<file path="config.mk">
export PLATFORM = sky130hd
export DESIGN_NAME = smartcard_pps_exchange_flat
export DESIGN_NICKNAME = d
export VERILOG_FILES = /design/src/design/spx_pkg.sv /design/src/design/spx_channels.sv /design/src/design/spx_parser.sv /design/src/design/smartcard_pps_exchange.sv /design/src/flat_wrapper.sv
export VERILOG_INCLUDE_DIRS = /design/src /design/src/design
export SDC_FILE = /design/constraint.sdc
export NUM_CORES = 1
export LEC_CHECK = 0
export BUFFER_PORTS_ARGS = -buffer_cell sky130_fd_sc_hd__buf_4
export CELL_PAD_IN_SITES_DETAIL_PLACEMENT = 0
export CELL_PAD_IN_SITES_GLOBAL_PLACEMENT = 1
export CORE_ASPECT_RATIO = 0.7
export CORE_MARGIN = 2
export CORE_UTILIZATION = 50
export CTS_CLUSTER_SIZE = 8
export DETAILED_ROUTE_END_ITERATION = 6
export PLACE_DENSITY_LB_ADDON = 0.3
export SYNTH_ARGS = -nofsm -noshare
export SYNTH_HDL_FRONTEND = slang
export SYNTH_HIERARCHICAL = 1
export SYNTH_SLANG_ARGS = --single-unit
</file>
<file path="constraint.sdc">
create_clock -name clock -period 4.83 [get_ports clock]
set_input_delay 0.483 -clock clock [delete_from_list [all_inputs] [get_ports clock]]
set_output_delay 0.483 -clock clock [all_outputs]
set_load 0.01 [all_outputs]
</file>
<file path="src/design/assert_macros.svh">
// Assertion macros, included by the top level of the design.
// Clock is taken as "clock" and reset as "reset" in the including scope.
`ifndef ASSERT_MACROS_SVH
`define ASSERT_MACROS_SVH

// Checked at every clock edge outside reset.
`define ASSERT_RST(label, prop, msg) \
   label: assert property (@(posedge clock) disable iff (reset) (prop)) else $error(msg);

// Checked at every clock edge, reset included.
`define ASSERT_ALWAYS(label, prop, msg) \
   label: assert property (@(posedge clock) (prop)) else $error(msg);

`endif

</file>
<file path="src/design/spx_pkg.sv">
// Types and constants of the smart-card PPS exchange block.
// No dependencies; used by the channel interfaces, the parser and the top level.
package spx_pkg;

   localparam int BYTE_W      = 8;
   localparam int NIBBLE_W    = 4;
   localparam int CODE_W      = 2;
   localparam int CSR_INDEX_W = 4;

   localparam logic [BYTE_W-1:0] PPSS_BYTE    = 8'hFF;
   localparam logic [BYTE_W-1:0] PPS0_BASE    = 8'h10;
   localparam int                REQ_BYTES    = 4;

   localparam logic KIND_START = 1'b0;
   localparam logic KIND_BYTE  = 1'b1;

   localparam logic OUT_REQUEST = 1'b0;
   localparam logic OUT_STATUS  = 1'b1;

   localparam logic [CODE_W-1:0] RESULT_OK        = 2'd0;
   localparam logic [CODE_W-1:0] RESULT_BAD_PPSS  = 2'd1;
   localparam logic [CODE_W-1:0] RESULT_BAD_CHECK = 2'd2;
   localparam logic [CODE_W-1:0] RESULT_MISMATCH  = 2'd3;

   localparam logic [CSR_INDEX_W-1:0] CSR_PROTOCOL   = 4'd0;
   localparam logic [CSR_INDEX_W-1:0] CSR_CLOCK_RATE = 4'd1;
   localparam logic [CSR_INDEX_W-1:0] CSR_BAUD_ADJ   = 4'd2;
   localparam logic [CSR_INDEX_W-1:0] CSR_DEFAULT_FD = 4'd3;

   typedef struct packed {
      logic              kind;
      logic [BYTE_W-1:0] rx_byte;
   } req_item_type;

   typedef struct packed {
      logic              out_kind;
      logic [BYTE_W-1:0] tx_byte;
      logic [CODE_W-1:0] result_code;
      logic              last;
   } rsp_item_type;

   typedef struct packed {
      logic [NIBBLE_W-1:0] protocol;
      logic [BYTE_W-1:0]   request_fd;
      logic [BYTE_W-1:0]   default_fd;
   } cfg_view_type;

   typedef struct packed {
      logic              valid;
      logic [CODE_W-1:0] code;
   } status_type;

endpackage

</file>
<file path="src/design/spx_channels.sv">
// Valid/ready channel interfaces of the PPS exchange block.
// Depends on spx_pkg for field widths.
interface spx_req_if;
   logic                        valid;
   logic                        ready;
   logic                        kind;
   logic [spx_pkg::BYTE_W-1:0]  rx_byte;

   modport source (output valid, kind, rx_byte, input ready);
   modport sink   (input valid, kind, rx_byte, output ready);
endinterface

interface spx_rsp_if;
   logic                        valid;
   logic                        ready;
   logic                        out_kind;
   logic [spx_pkg::BYTE_W-1:0]  tx_byte;
   logic [spx_pkg::CODE_W-1:0]  result_code;
   logic                        last;

   modport source (output valid, out_kind, tx_byte, result_code, last, input ready);
   modport sink   (input valid, out_kind, tx_byte, result_code, last, output ready);
endinterface

interface spx_csr_if;
   logic                            valid;
   logic                            ready;
   logic [spx_pkg::CSR_INDEX_W-1:0] index;
   logic [spx_pkg::BYTE_W-1:0]      data;

   modport source (output valid, index, data, input ready);
   modport sink   (input valid, index, data, output ready);
endinterface

</file>
<file path="src/design/spx_parser.sv">
// PPS response parser: tracks the card's reply byte by byte and decides the status.
// Depends on spx_pkg.
module spx_parser (
   input  logic                  clock,
   input  logic                  reset,
   input  logic                  fire,
   input  spx_pkg::req_item_type item,
   input  spx_pkg::cfg_view_type cfg,
   output spx_pkg::status_type   status
);
   import spx_pkg::*;

   typedef enum logic [2:0] {
      PH_IDLE, PH_PPSS, PH_PPS0, PH_PPS1, PH_PPS2, PH_PPS3, PH_PCK, PH_DONE
   } phase_type;

   phase_type           phase_ff, phase_in;
   logic [2:0]          opt_ff, opt_in;
   logic [BYTE_W-1:0]   accum_ff, accum_in;
   logic [NIBBLE_W-1:0] rproto_ff, rproto_in;
   logic [BYTE_W-1:0]   rfd_ff, rfd_in;
   logic                fd_seen_ff, fd_seen_in;
   logic                extra_ff, extra_in;
   logic [BYTE_W-1:0]   accum_x;
   logic                fd_ok;

   function automatic phase_type next_field(input logic [2:0] opt);
      phase_type ph;
      priority if (opt[0]) ph = PH_PPS1;
      else if (opt[1])     ph = PH_PPS2;
      else if (opt[2])     ph = PH_PPS3;
      else                 ph = PH_PCK;
      return ph;
   endfunction

   always_comb begin
      phase_in   = phase_ff;
      opt_in     = opt_ff;
      accum_in   = accum_ff;
      rproto_in  = rproto_ff;
      rfd_in     = rfd_ff;
      fd_seen_in = fd_seen_ff;
      extra_in   = extra_ff;
      status     = '0;
      accum_x    = accum_ff ^ item.rx_byte;
      fd_ok      = fd_seen_ff ? (rfd_ff == cfg.request_fd)
                              : (cfg.request_fd == cfg.default_fd);
      if (fire) begin
         if (item.kind == KIND_START) begin
            phase_in   = PH_PPSS;
            opt_in     = '0;
            accum_in   = '0;
            rproto_in  = '0;
            rfd_in     = '0;
            fd_seen_in = 1'b0;
            extra_in   = 1'b0;
         end else begin
            unique case (phase_ff)
               PH_PPSS: begin
                  accum_in = item.rx_byte;
                  if (item.rx_byte != PPSS_BYTE) begin
                     status.valid = 1'b1;
                     status.code  = RESULT_BAD_PPSS;
                     phase_in     = PH_DONE;
                  end else begin
                     phase_in = PH_PPS0;
                  end
               end
               PH_PPS0: begin
                  accum_in  = accum_x;
                  rproto_in = item.rx_byte[NIBBLE_W-1:0];
                  opt_in    = item.rx_byte[6:4];
                  phase_in  = next_field(item.rx_byte[6:4]);
               end
               PH_PPS1: begin
                  accum_in   = accum_x;
                  rfd_in     = item.rx_byte;
                  fd_seen_in = 1'b1;
                  opt_in     = opt_ff & 3'b110;
                  phase_in   = next_field(opt_ff & 3'b110);
               end
               PH_PPS2: begin
                  accum_in = accum_x;
                  extra_in = 1'b1;
                  opt_in   = opt_ff & 3'b101;
                  phase_in = next_field(opt_ff & 3'b101);
               end
               PH_PPS3: begin
                  accum_in = accum_x;
                  extra_in = 1'b1;
                  opt_in   = opt_ff & 3'b011;
                  phase_in = next_field(opt_ff & 3'b011);
               end
               PH_PCK: begin
                  accum_in     = accum_x;
                  status.valid = 1'b1;
                  phase_in     = PH_DONE;
                  if (accum_x != '0) begin
                     status.code = RESULT_BAD_CHECK;
                  end else if ((rproto_ff == cfg.protocol) && fd_ok && !extra_ff) begin
                     status.code = RESULT_OK;
                  end else begin
                     status.code = RESULT_MISMATCH;
                  end
               end
               PH_IDLE, PH_DONE: begin
               end
               default: begin
               end
            endcase
         end
      end
   end

   always_ff @(posedge clock) begin
      if (reset) begin
         phase_ff   <= PH_IDLE;
         opt_ff     <= '0;
         accum_ff   <= '0;
         rproto_ff  <= '0;
         rfd_ff     <= '0;
         fd_seen_ff <= 1'b0;
         extra_ff   <= 1'b0;
      end else begin
         phase_ff   <= phase_in;
         opt_ff     <= opt_in;
         accum_ff   <= accum_in;
         rproto_ff  <= rproto_in;
         rfd_ff     <= rfd_in;
         fd_seen_ff <= fd_seen_in;
         extra_ff   <= extra_in;
      end
   end

endmodule

</file>
<file path="src/design/smartcard_pps_exchange.sv">
// Top level of the smart-card PPS exchange block: input register, register file,
// parser and result register. Depends on spx_pkg, spx_channels, spx_parser, assert_macros.svh.
//
// Channels: req_ch takes one transaction per item (kind 0 starts an exchange, kind 1
// carries a card byte). rsp_ch delivers result transactions: four request bytes
// (PPSS, PPS0, PPS1, PCK, the last one marked) per start, and one status per reply.
// csr_ch writes the four registers by index; it is always ready, unknown indexes
// are dropped. Write registers only while no exchange is in flight.
// Path: a transaction waits in the input register until it is processed; its first result
// is registered in the result register in the cycle after it is processed.
// Throughput: one card byte per cycle while rsp_ch is not held; a start occupies the result
// register for its four request bytes, so the next item waits on that burst.
// Reset: synchronous; clears both registers, the burst counter and the parser,
// and loads the register defaults (T=0, F=1, D=1, default F/D 0x11).
// Stall: while rsp_ch is held, the result register holds and one more item is
// captured in the input register before req_ch ready drops.
`include "assert_macros.svh"

module smartcard_pps_exchange (
   input logic          clock,
   input logic          reset,
   spx_req_if.sink      req_ch,
   spx_rsp_if.source    rsp_ch,
   spx_csr_if.sink      csr_ch
);
   import spx_pkg::*;

   logic [NIBBLE_W-1:0] protocol_ff;
   logic [NIBBLE_W-1:0] clock_rate_ff;
   logic [NIBBLE_W-1:0] baud_adj_ff;
   logic [BYTE_W-1:0]   default_fd_ff;

   logic          in_valid_ff, in_valid_in;
   req_item_type  in_item_ff;

   logic                     rsp_valid_ff, rsp_valid_in;
   rsp_item_type             rsp_item_ff, rsp_item_in;
   logic [2:0][BYTE_W-1:0]   burst_ff, burst_in;
   logic [1:0]               left_ff, left_in;

   logic          req_fire;
   logic          rsp_fire;
   logic          can_load;
   logic          consume;
   logic [BYTE_W-1:0] pps0_byte;
   cfg_view_type  cfg_view;
   status_type    status;

   assign req_fire  = req_ch.valid && req_ch.ready;
   assign rsp_fire  = rsp_valid_ff && rsp_ch.ready;
   assign can_load  = !rsp_valid_ff || (rsp_ch.ready && (left_ff == '0));
   assign consume   = in_valid_ff && can_load;
   assign req_ch.ready = !in_valid_ff || can_load;
   assign csr_ch.ready = 1'b1;

   assign pps0_byte           = PPS0_BASE | {{(BYTE_W-NIBBLE_W){1'b0}}, protocol_ff};
   assign cfg_view.protocol   = protocol_ff;
   assign cfg_view.request_fd = {clock_rate_ff, baud_adj_ff};
   assign cfg_view.default_fd = default_fd_ff;

   spx_parser u_parser (
      .clock  (clock),
      .reset  (reset),
      .fire   (consume),
      .item   (in_item_ff),
      .cfg    (cfg_view),
      .status (status)
   );

   // csr writes
   always_ff @(posedge clock) begin
      if (reset) begin
         protocol_ff   <= 4'd0;
         clock_rate_ff <= 4'd1;
         baud_adj_ff   <= 4'd1;
         default_fd_ff <= 8'h11;
      end else if (csr_ch.valid && csr_ch.ready) begin
         unique case (csr_ch.index)
            CSR_PROTOCOL:   protocol_ff   <= csr_ch.data[NIBBLE_W-1:0];
            CSR_CLOCK_RATE: clock_rate_ff <= csr_ch.data[NIBBLE_W-1:0];
            CSR_BAUD_ADJ:   baud_adj_ff   <= csr_ch.data[NIBBLE_W-1:0];
            CSR_DEFAULT_FD: default_fd_ff <= csr_ch.data;
            default: begin
            end
         endcase
      end
   end

   // input register
   always_comb begin
      in_valid_in = in_valid_ff;
      if (req_fire) begin
         in_valid_in = 1'b1;
      end else if (consume) begin
         in_valid_in = 1'b0;
      end
   end

   always_ff @(posedge clock) begin
      if (reset) begin
         in_valid_ff <= 1'b0;
      end else begin
         in_valid_ff <= in_valid_in;
      end
      if (req_fire) begin
         in_item_ff.kind    <= req_ch.kind;
         in_item_ff.rx_byte <= req_ch.rx_byte;
      end
   end

   // result register and request burst
   always_comb begin
      rsp_valid_in = rsp_valid_ff;
      rsp_item_in  = rsp_item_ff;
      burst_in     = burst_ff;
      left_in      = left_ff;
      if (consume && (in_item_ff.kind == KIND_START)) begin
         rsp_valid_in            = 1'b1;
         rsp_item_in.out_kind    = OUT_REQUEST;
         rsp_item_in.tx_byte     = PPSS_BYTE;
         rsp_item_in.result_code = RESULT_OK;
         rsp_item_in.last        = 1'b0;
         burst_in[0]             = pps0_byte;
         burst_in[1]             = cfg_view.request_fd;
         burst_in[2]             = PPSS_BYTE ^ pps0_byte ^ cfg_view.request_fd;
         left_in                 = 2'(REQ_BYTES - 1);
      end else if (consume && status.valid) begin
         rsp_valid_in            = 1'b1;
         rsp_item_in.out_kind    = OUT_STATUS;
         rsp_item_in.tx_byte     = '0;
         rsp_item_in.result_code = status.code;
         rsp_item_in.last        = 1'b1;
         left_in                 = '0;
      end else if (rsp_fire && (left_ff != '0)) begin
         rsp_item_in.out_kind    = OUT_REQUEST;
         rsp_item_in.tx_byte     = burst_ff[0];
         rsp_item_in.result_code = RESULT_OK;
         rsp_item_in.last        = (left_ff == 2'd1);
         burst_in                = {{BYTE_W{1'b0}}, burst_ff[2:1]};
         left_in                 = left_ff - 2'd1;
      end else if (rsp_fire) begin
         rsp_valid_in = 1'b0;
      end
   end

   always_ff @(posedge clock) begin
      if (reset) begin
         rsp_valid_ff <= 1'b0;
         left_ff      <= '0;
      end else begin
         rsp_valid_ff <= rsp_valid_in;
         left_ff      <= left_in;
      end
      rsp_item_ff <= rsp_item_in;
      burst_ff    <= burst_in;
   end

   assign rsp_ch.valid       = rsp_valid_ff;
   assign rsp_ch.out_kind    = rsp_item_ff.out_kind;
   assign rsp_ch.tx_byte     = rsp_item_ff.tx_byte;
   assign rsp_ch.result_code = rsp_item_ff.result_code;
   assign rsp_ch.last        = rsp_item_ff.last;

   `ASSERT_ALWAYS(a_burst_needs_valid, (left_ff != '0) |-> rsp_valid_ff, "burst pending without valid result")
   `ASSERT_RST(a_last_ends_burst, (rsp_valid_ff && !rsp_item_ff.last) |-> (left_ff != '0), "unmarked result with no burst behind it")
   `ASSERT_RST(a_status_is_last, (rsp_valid_ff && (rsp_item_ff.out_kind == OUT_STATUS)) |-> (rsp_item_ff.last && (left_ff == '0)), "status not marked last")
   `ASSERT_RST(a_start_loads_ppss, (consume && (in_item_ff.kind == KIND_START)) |=> (rsp_valid_ff && (left_ff == 2'd3) && (rsp_item_ff.tx_byte == PPSS_BYTE)), "start did not load PPSS")

endmodule

</file>
<file path="src/flat_wrapper.sv">
// flat-port wrapper written by rule: the top's interface ports become plain ports
module smartcard_pps_exchange_flat import spx_pkg::*;
  (clock, reset, req_ch_valid, req_ch_kind, req_ch_rx_byte, req_ch_ready, rsp_ch_valid, rsp_ch_out_kind, rsp_ch_tx_byte, rsp_ch_result_code, rsp_ch_last, rsp_ch_ready, csr_ch_valid, csr_ch_index, csr_ch_data, csr_ch_ready);
  spx_req_if req_ch_i ();
  spx_rsp_if rsp_ch_i ();
  spx_csr_if csr_ch_i ();
  input logic clock;
  input logic reset;
  input wire logic [$bits(req_ch_i.valid)-1:0] req_ch_valid;
  input wire logic [$bits(req_ch_i.kind)-1:0] req_ch_kind;
  input wire logic [$bits(req_ch_i.rx_byte)-1:0] req_ch_rx_byte;
  output wire logic [$bits(req_ch_i.ready)-1:0] req_ch_ready;
  output wire logic [$bits(rsp_ch_i.valid)-1:0] rsp_ch_valid;
  output wire logic [$bits(rsp_ch_i.out_kind)-1:0] rsp_ch_out_kind;
  output wire logic [$bits(rsp_ch_i.tx_byte)-1:0] rsp_ch_tx_byte;
  output wire logic [$bits(rsp_ch_i.result_code)-1:0] rsp_ch_result_code;
  output wire logic [$bits(rsp_ch_i.last)-1:0] rsp_ch_last;
  input wire logic [$bits(rsp_ch_i.ready)-1:0] rsp_ch_ready;
  input wire logic [$bits(csr_ch_i.valid)-1:0] csr_ch_valid;
  input wire logic [$bits(csr_ch_i.index)-1:0] csr_ch_index;
  input wire logic [$bits(csr_ch_i.data)-1:0] csr_ch_data;
  output wire logic [$bits(csr_ch_i.ready)-1:0] csr_ch_ready;
  assign req_ch_i.valid = req_ch_valid;
  assign req_ch_i.kind = req_ch_kind;
  assign req_ch_i.rx_byte = req_ch_rx_byte;
  assign req_ch_ready = req_ch_i.ready;
  assign rsp_ch_valid = rsp_ch_i.valid;
  assign rsp_ch_out_kind = rsp_ch_i.out_kind;
  assign rsp_ch_tx_byte = rsp_ch_i.tx_byte;
  assign rsp_ch_result_code = rsp_ch_i.result_code;
  assign rsp_ch_last = rsp_ch_i.last;
  assign rsp_ch_i.ready = rsp_ch_ready;
  assign csr_ch_i.valid = csr_ch_valid;
  assign csr_ch_i.index = csr_ch_index;
  assign csr_ch_i.data = csr_ch_data;
  assign csr_ch_ready = csr_ch_i.ready;
  smartcard_pps_exchange u_core (.clock(clock), .reset(reset), .req_ch(req_ch_i), .rsp_ch(rsp_ch_i), .csr_ch(csr_ch_i));
endmodule
</file>
After elaboration in Yosys (flattened, before gate mapping)
Index checks and enable logic that the tools add are counted.
{"block": "totals", "reg_bits": 97, "output_inout_bits": 15, "word_cells": 143}
{"block": "op_classes", "n_addsub": 1, "eq_ne": 27, "n_mux": 44, "bitwise": 5, "reduce_logical": 40}
{"operator": "two-way mux 24 bit", "n": 3}
{"operator": "two-way mux 3 bit", "n": 9}
{"operator": "two-way mux 12 bit", "n": 2}
{"operator": "two-way mux 8 bit", "n": 3}
{"operator": "AND reduction 2 bit", "n": 12}
{"operator": "two-way mux 2 bit", "n": 10}
{"operator": "one-hot mux 3 bit (6 select lines)", "n": 1}
{"operator": "== test 8 bit", "n": 2}
{"operator": "one-hot mux 8 bit (2 select lines)", "n": 1}
{"operator": "XOR 8 bit", "n": 2}
{"operator": "inequality test 2 bit (second input constant)", "n": 6}
{"operator": "inequality test 3 bit (second input constant)", "n": 4}
{"operator": "one-hot mux 3 bit (4 select lines)", "n": 1}
{"operator": "AND reduction 4 bit", "n": 3}
{"operator": "two-way mux 1 bit", "n": 11}
{"operator": "== test 3 bit (second input constant)", "n": 3}
{"operator": "logical AND 1 bit", "n": 9}
{"operator": "== test 4 x 2 -> 1 bit (second input constant)", "n": 2}
{"operator": "two-way mux 4 bit", "n": 2}
{"operator": "inequality test 8 bit (second input constant)", "n": 1}
{"operator": "inverter 5 -> 8 bit", "n": 1}
{"operator": "nonzero test 2 bit", "n": 4}
{"operator": "nonzero test 8 bit", "n": 1}
{"operator": "inequality test 7 bit (second input constant)", "n": 1}
{"operator": "17 further kinds", "n": 23}

Logic depth before layout (Yosys ltp)
{"block": "logic_depth", "word_depth": 12, "ltp_mapped": 13}

By module
Netlist, hierarchy kept.
{"module": "smartcard_pps_exchange", "area_per_inst_um2": 2635.0, "seq_area_each_um2": 1671.6, "instances": 1, "cells_per_inst": 217}
{"module": "spx_parser", "area_per_inst_um2": 1944.4, "seq_area_each_um2": 560.5, "instances": 1, "cells_per_inst": 242}

Worst setup path after synthesis
No wires, ideal clock.
{"block": "synth_timing", "path_type": "register to register", "startpoint": "register u_core.left_ff[0]", "endpoint": "register u_core.left_ff[1]", "t_arrival_ps": 2089, "stages_incl_launch_ff": 14, "path_slack_ps": 2614, "path_cell_list": "dfxtp_1 inv_1 ha_1 a21boi_4 nor2b_1 clkbuf_1 buf_2 nand2_1 a21oi_1 and2_1 o21ai_2 buf_2 a221oi_1 nor2_1"}
{"element": "start, declared", "line": "smartcard_pps_exchange.sv:39", "rtl": "logic [1:0] left_ff, left_in;"}
{"element": "start signal, assigned", "line": "smartcard_pps_exchange.sv:152", "rtl": "left_ff <= left_in;"}

Worst setup path after layout
{"block": "layout_timing", "startpoint": "register u_core/in_item_ff[8] in the netlist's numbering", "endpoint": "register u_core/burst_ff[15] in the netlist's numbering (enable)"}
{"block": "layout_between", "elab_chain_len": 5, "word_cells_on_any_way": 8, "classes_between": "eq/ne: 1; mux: 2; bitwise: 1; reduce/logical: 4"}
{"element": "start, declared", "line": "smartcard_pps_exchange.sv:34", "rtl": "req_item_type in_item_ff;"}
{"element": "two-way mux 3 bit", "line": "spx_parser.sv:49", "rtl": "if (item.kind == KIND_START) begin"}
{"element": "two-way mux 3 bit", "line": "spx_parser.sv:48", "rtl": "if (fire) begin"}
{"element": "logical AND 1 bit", "line": "smartcard_pps_exchange.sv:127", "rtl": "end else if (consume && status.valid) begin"}
{"element": "inequality test 2 x 1 -> 1 bit (no line)"}
{"element": "AND reduction 2 bit (no line) *"}
{"element": "end signal, assigned", "line": "smartcard_pps_exchange.sv:155", "rtl": "burst_ff <= burst_in;"}
{"element": "end, declared", "line": "smartcard_pps_exchange.sv:38", "rtl": "logic [2:0][BYTE_W-1:0] burst_ff, burst_in;"}
Every way passes the cells marked *; elsewhere a longest branch is shown, timed or not.
A chain may end at the register's enable or synchronous reset.

==> metrics <==
Crit path arrival time 2.41 ns; ant diodes 0; post-DR vias/cell 5.52; most common library cells after synthesis dfxtp_1, nor2_1, nand2_1; Max Clock Freq 409 MHz; post-cts sizing count 0; DRT iter0 DRCs ~270; share of the synthesized area in the top cell type 29.7%; Int Pwr roughly 1.3 mW; clk_lat worst skew ~0.34 ns; clk sinks between 90 and 100; asr flop ratio synth 0%; I/O Buffers 39; DRC Markers 0; Net Count, Synth 487; Least-Margin Pin Slew around 0.94 ns; die area about 0.01 sq mm; max_slew headroom between 30 and 40%; setup total negative slack 0 ns; post-synthesis average cell area ~10 sq um; Post-Syn Area 0.00458 sq mm; RSZ-0062 raised after global routing false; Post-CTS Hold Buffers 0; final WL 9660 um; row count 29; grt total ovfl 0; Num CTS Buffers 9; ys flop type dfxtp_1; WL/cell between 15 and 20 um; hold path start req_ch_rx_byte[1]; type of the worst setup path reg -> reg; via count 3,365; cell area after layout 0.00514 sq mm; Detailed Place HPWL 6720 um; # placed instances between 500 and 600; fin cells 610; total I/O pin count 41; final count of hold timing violations 0; Area after DPL 0.00485 sq mm; Synth cell types 52; CP Launch Type flop; CTS root buf clkbuf_16; Final min period approximately 2.4 ns; Peak VDD IR roughly 0.00027 V; final setup fails 0; Initial Utilization around half; CP max FO 22; largest net degree at the start of global routing 56; final period utilization about half; first-pass GRT wire length approximately 16,000 um; Worst Setup SP u_core/in_item_ff[8]; fin nets 509; top post-synthesis cells by area dfxtp_1, edfxtp_1, mux2i_1; die width 118 um; count leader, synth dfxtp_1; crit end category flop; initial antenna violation count 0; # H-tree levels 3; clock buffer depth 2; combinational group share of total power about a tenth; sw power 0.436 mW; Core Util, Final 57.2%; WP data required about 4.8 ns; skew final about 0.0065 ns; CTS tree built; synthesized instance count approximately 460; MaxCap Viol Count 0; fraction of layout instances using a drive strength above 1 about 15%; Core ar. approximately 0.009 sq mm; leakage power 1.93 nW; die height 84.1 um; Hold Path Class in -> reg; sequential power share between 50% and 60%; sequential fraction of the synthesis area about half; Fill cells around 830; Yosys top cell by area dfxtp_1; pwr dens between 300 and 400 mW/mm^2; GRT Total Usage around a fifth; r2r startpoint u_core/in_item_ff[8]; placer congestion estimate ~0.81; final hold slack between 0.3 and 0.4 ns; Worst-path clk slew around 0.070 ns; clock group share of total power 39.1%; Yosys reg bits 97; vias in the first global route roughly 3,000; Synth Warn # 6; Post-synth EDFFs 29; DRT antenna net count 0; Switching Fraction 24.5%; Post-CTS Setup Inserts 0; Slew Limit Fails 0; DR pass1 iterations 4; status finished clean; area grow syn2layout 12.3%
==> stage by stage <==
stage | worst slack, ns | power (mW)
2_1_floorplan | 2.61 | 1.04
3_3_place_gp | 2.44 | 1.10
3_5_place_dp | 2.37 | 1.10
4_1_cts | 2.36 | 1.80
5_1_grt | 2.13 | 1.87
6_report | 2.39 | 1.78
==> state kept, by name (all words and copies together) (netlist names), 2 cells and up <==
name / flops
u_core/baud_adj_ff: 4
u_core/burst_ff: 24
u_core/clock_rate_ff: 4
u_core/default_fd_ff: 8
u_core/in_item_ff: 9
u_core/left_ff: 2
u_core/protocol_ff: 4
u_core/rsp_ch.result_code: 2
u_core/rsp_ch.tx_byte: 8
u_core/u_parser/accum_ff: 8
u_core/u_parser/opt_ff: 3
u_core/u_parser/phase_ff: 3
u_core/u_parser/rfd_ff: 8
u_core/u_parser/rproto_ff: 4
==> metal layers <==
metal  vias up  global-route usage [%]  wire [um]
met3        12                    4.58        544
li1       1676                       -          -
met5         -                       0          0
met4         0                    6.49        131
met1      1605                    30.3       5000
met2        72                    28.6       3980
==> worst paths after layout <==
check	slack, ns	cells after the start	to
setup / recovery	2.39	2	u_core/burst_ff[15]
hold / removal	0.32	1	u_core/in_item_ff[1]
setup reg to reg	2.39	2	u_core/burst_ff[15]
hold reg to reg	0.45	2	u_core/burst_ff[7]
==> area by class of cell <==
type | count | area [sq um] | share of cell area (%)
sequential | 97 | 2230 | 43.4
multi-input combinational | 323 | 2120 | 41.3
timing repair buffer | 40 | 300 | 5.84
clock buffer | 10 | 250 | 4.86
tap | 124 | 155 | 3.02
clock inverter | 6 | 45.0 | 0.875
inverter | 10 | 37.5 | 0.730
==> worst max-delay path, stage by stage (launching register included) <==
cell	delay [ns]
edfxtp_1	0.73
or3b_4	0.62
nand2b_1	0.71
==> kinds of logic (layout without fill, tap and decap cells) <==
kind of cell               count (synthesis)  after routing  synth area share, %
and+or+nand+nor                          162            162                 19.0
AOI/OAI and AO/OA                        108            108                 16.4
DFF                                       97             97                 48.7
buffers and inverters                     39             66                 4.86
xor gates and xnor gates                  29             29                 5.71
muxes                                     21             21                 4.59
adders and majority gates                  2              2                0.546
other                                      1              1               0.0819
==> power by group through the flow <==
stage / registers, mW / logic [mW] / clock network [mW]
floorplan: 0.922 / 0.116 / 0
global placement: 0.930 / 0.171 / 0
detailed placement: 0.930 / 0.174 / 0
CTS: 0.913 / 0.174 / 0.715
global route: 0.918 / 0.191 / 0.756
finish: 0.913 / 0.174 / 0.697
==> cells in the final DEF, fill, tap and decap left out, types with 10 or more instances in the layout <==
cell,instances
nand3b_1,10
xor2_1,16
xnor2_1,12
a21oi_1,31
o21ai_0,16
nor2_1,53
buf_4,40
nand2_1,32
a22o_1,19
dfxtp_1,68
clkbuf_16,10
nor2b_1,19
edfxtp_1,29
mux2i_1,21
inv_1,10
a22oi_1,12
(Power assumes the default switching activity.)
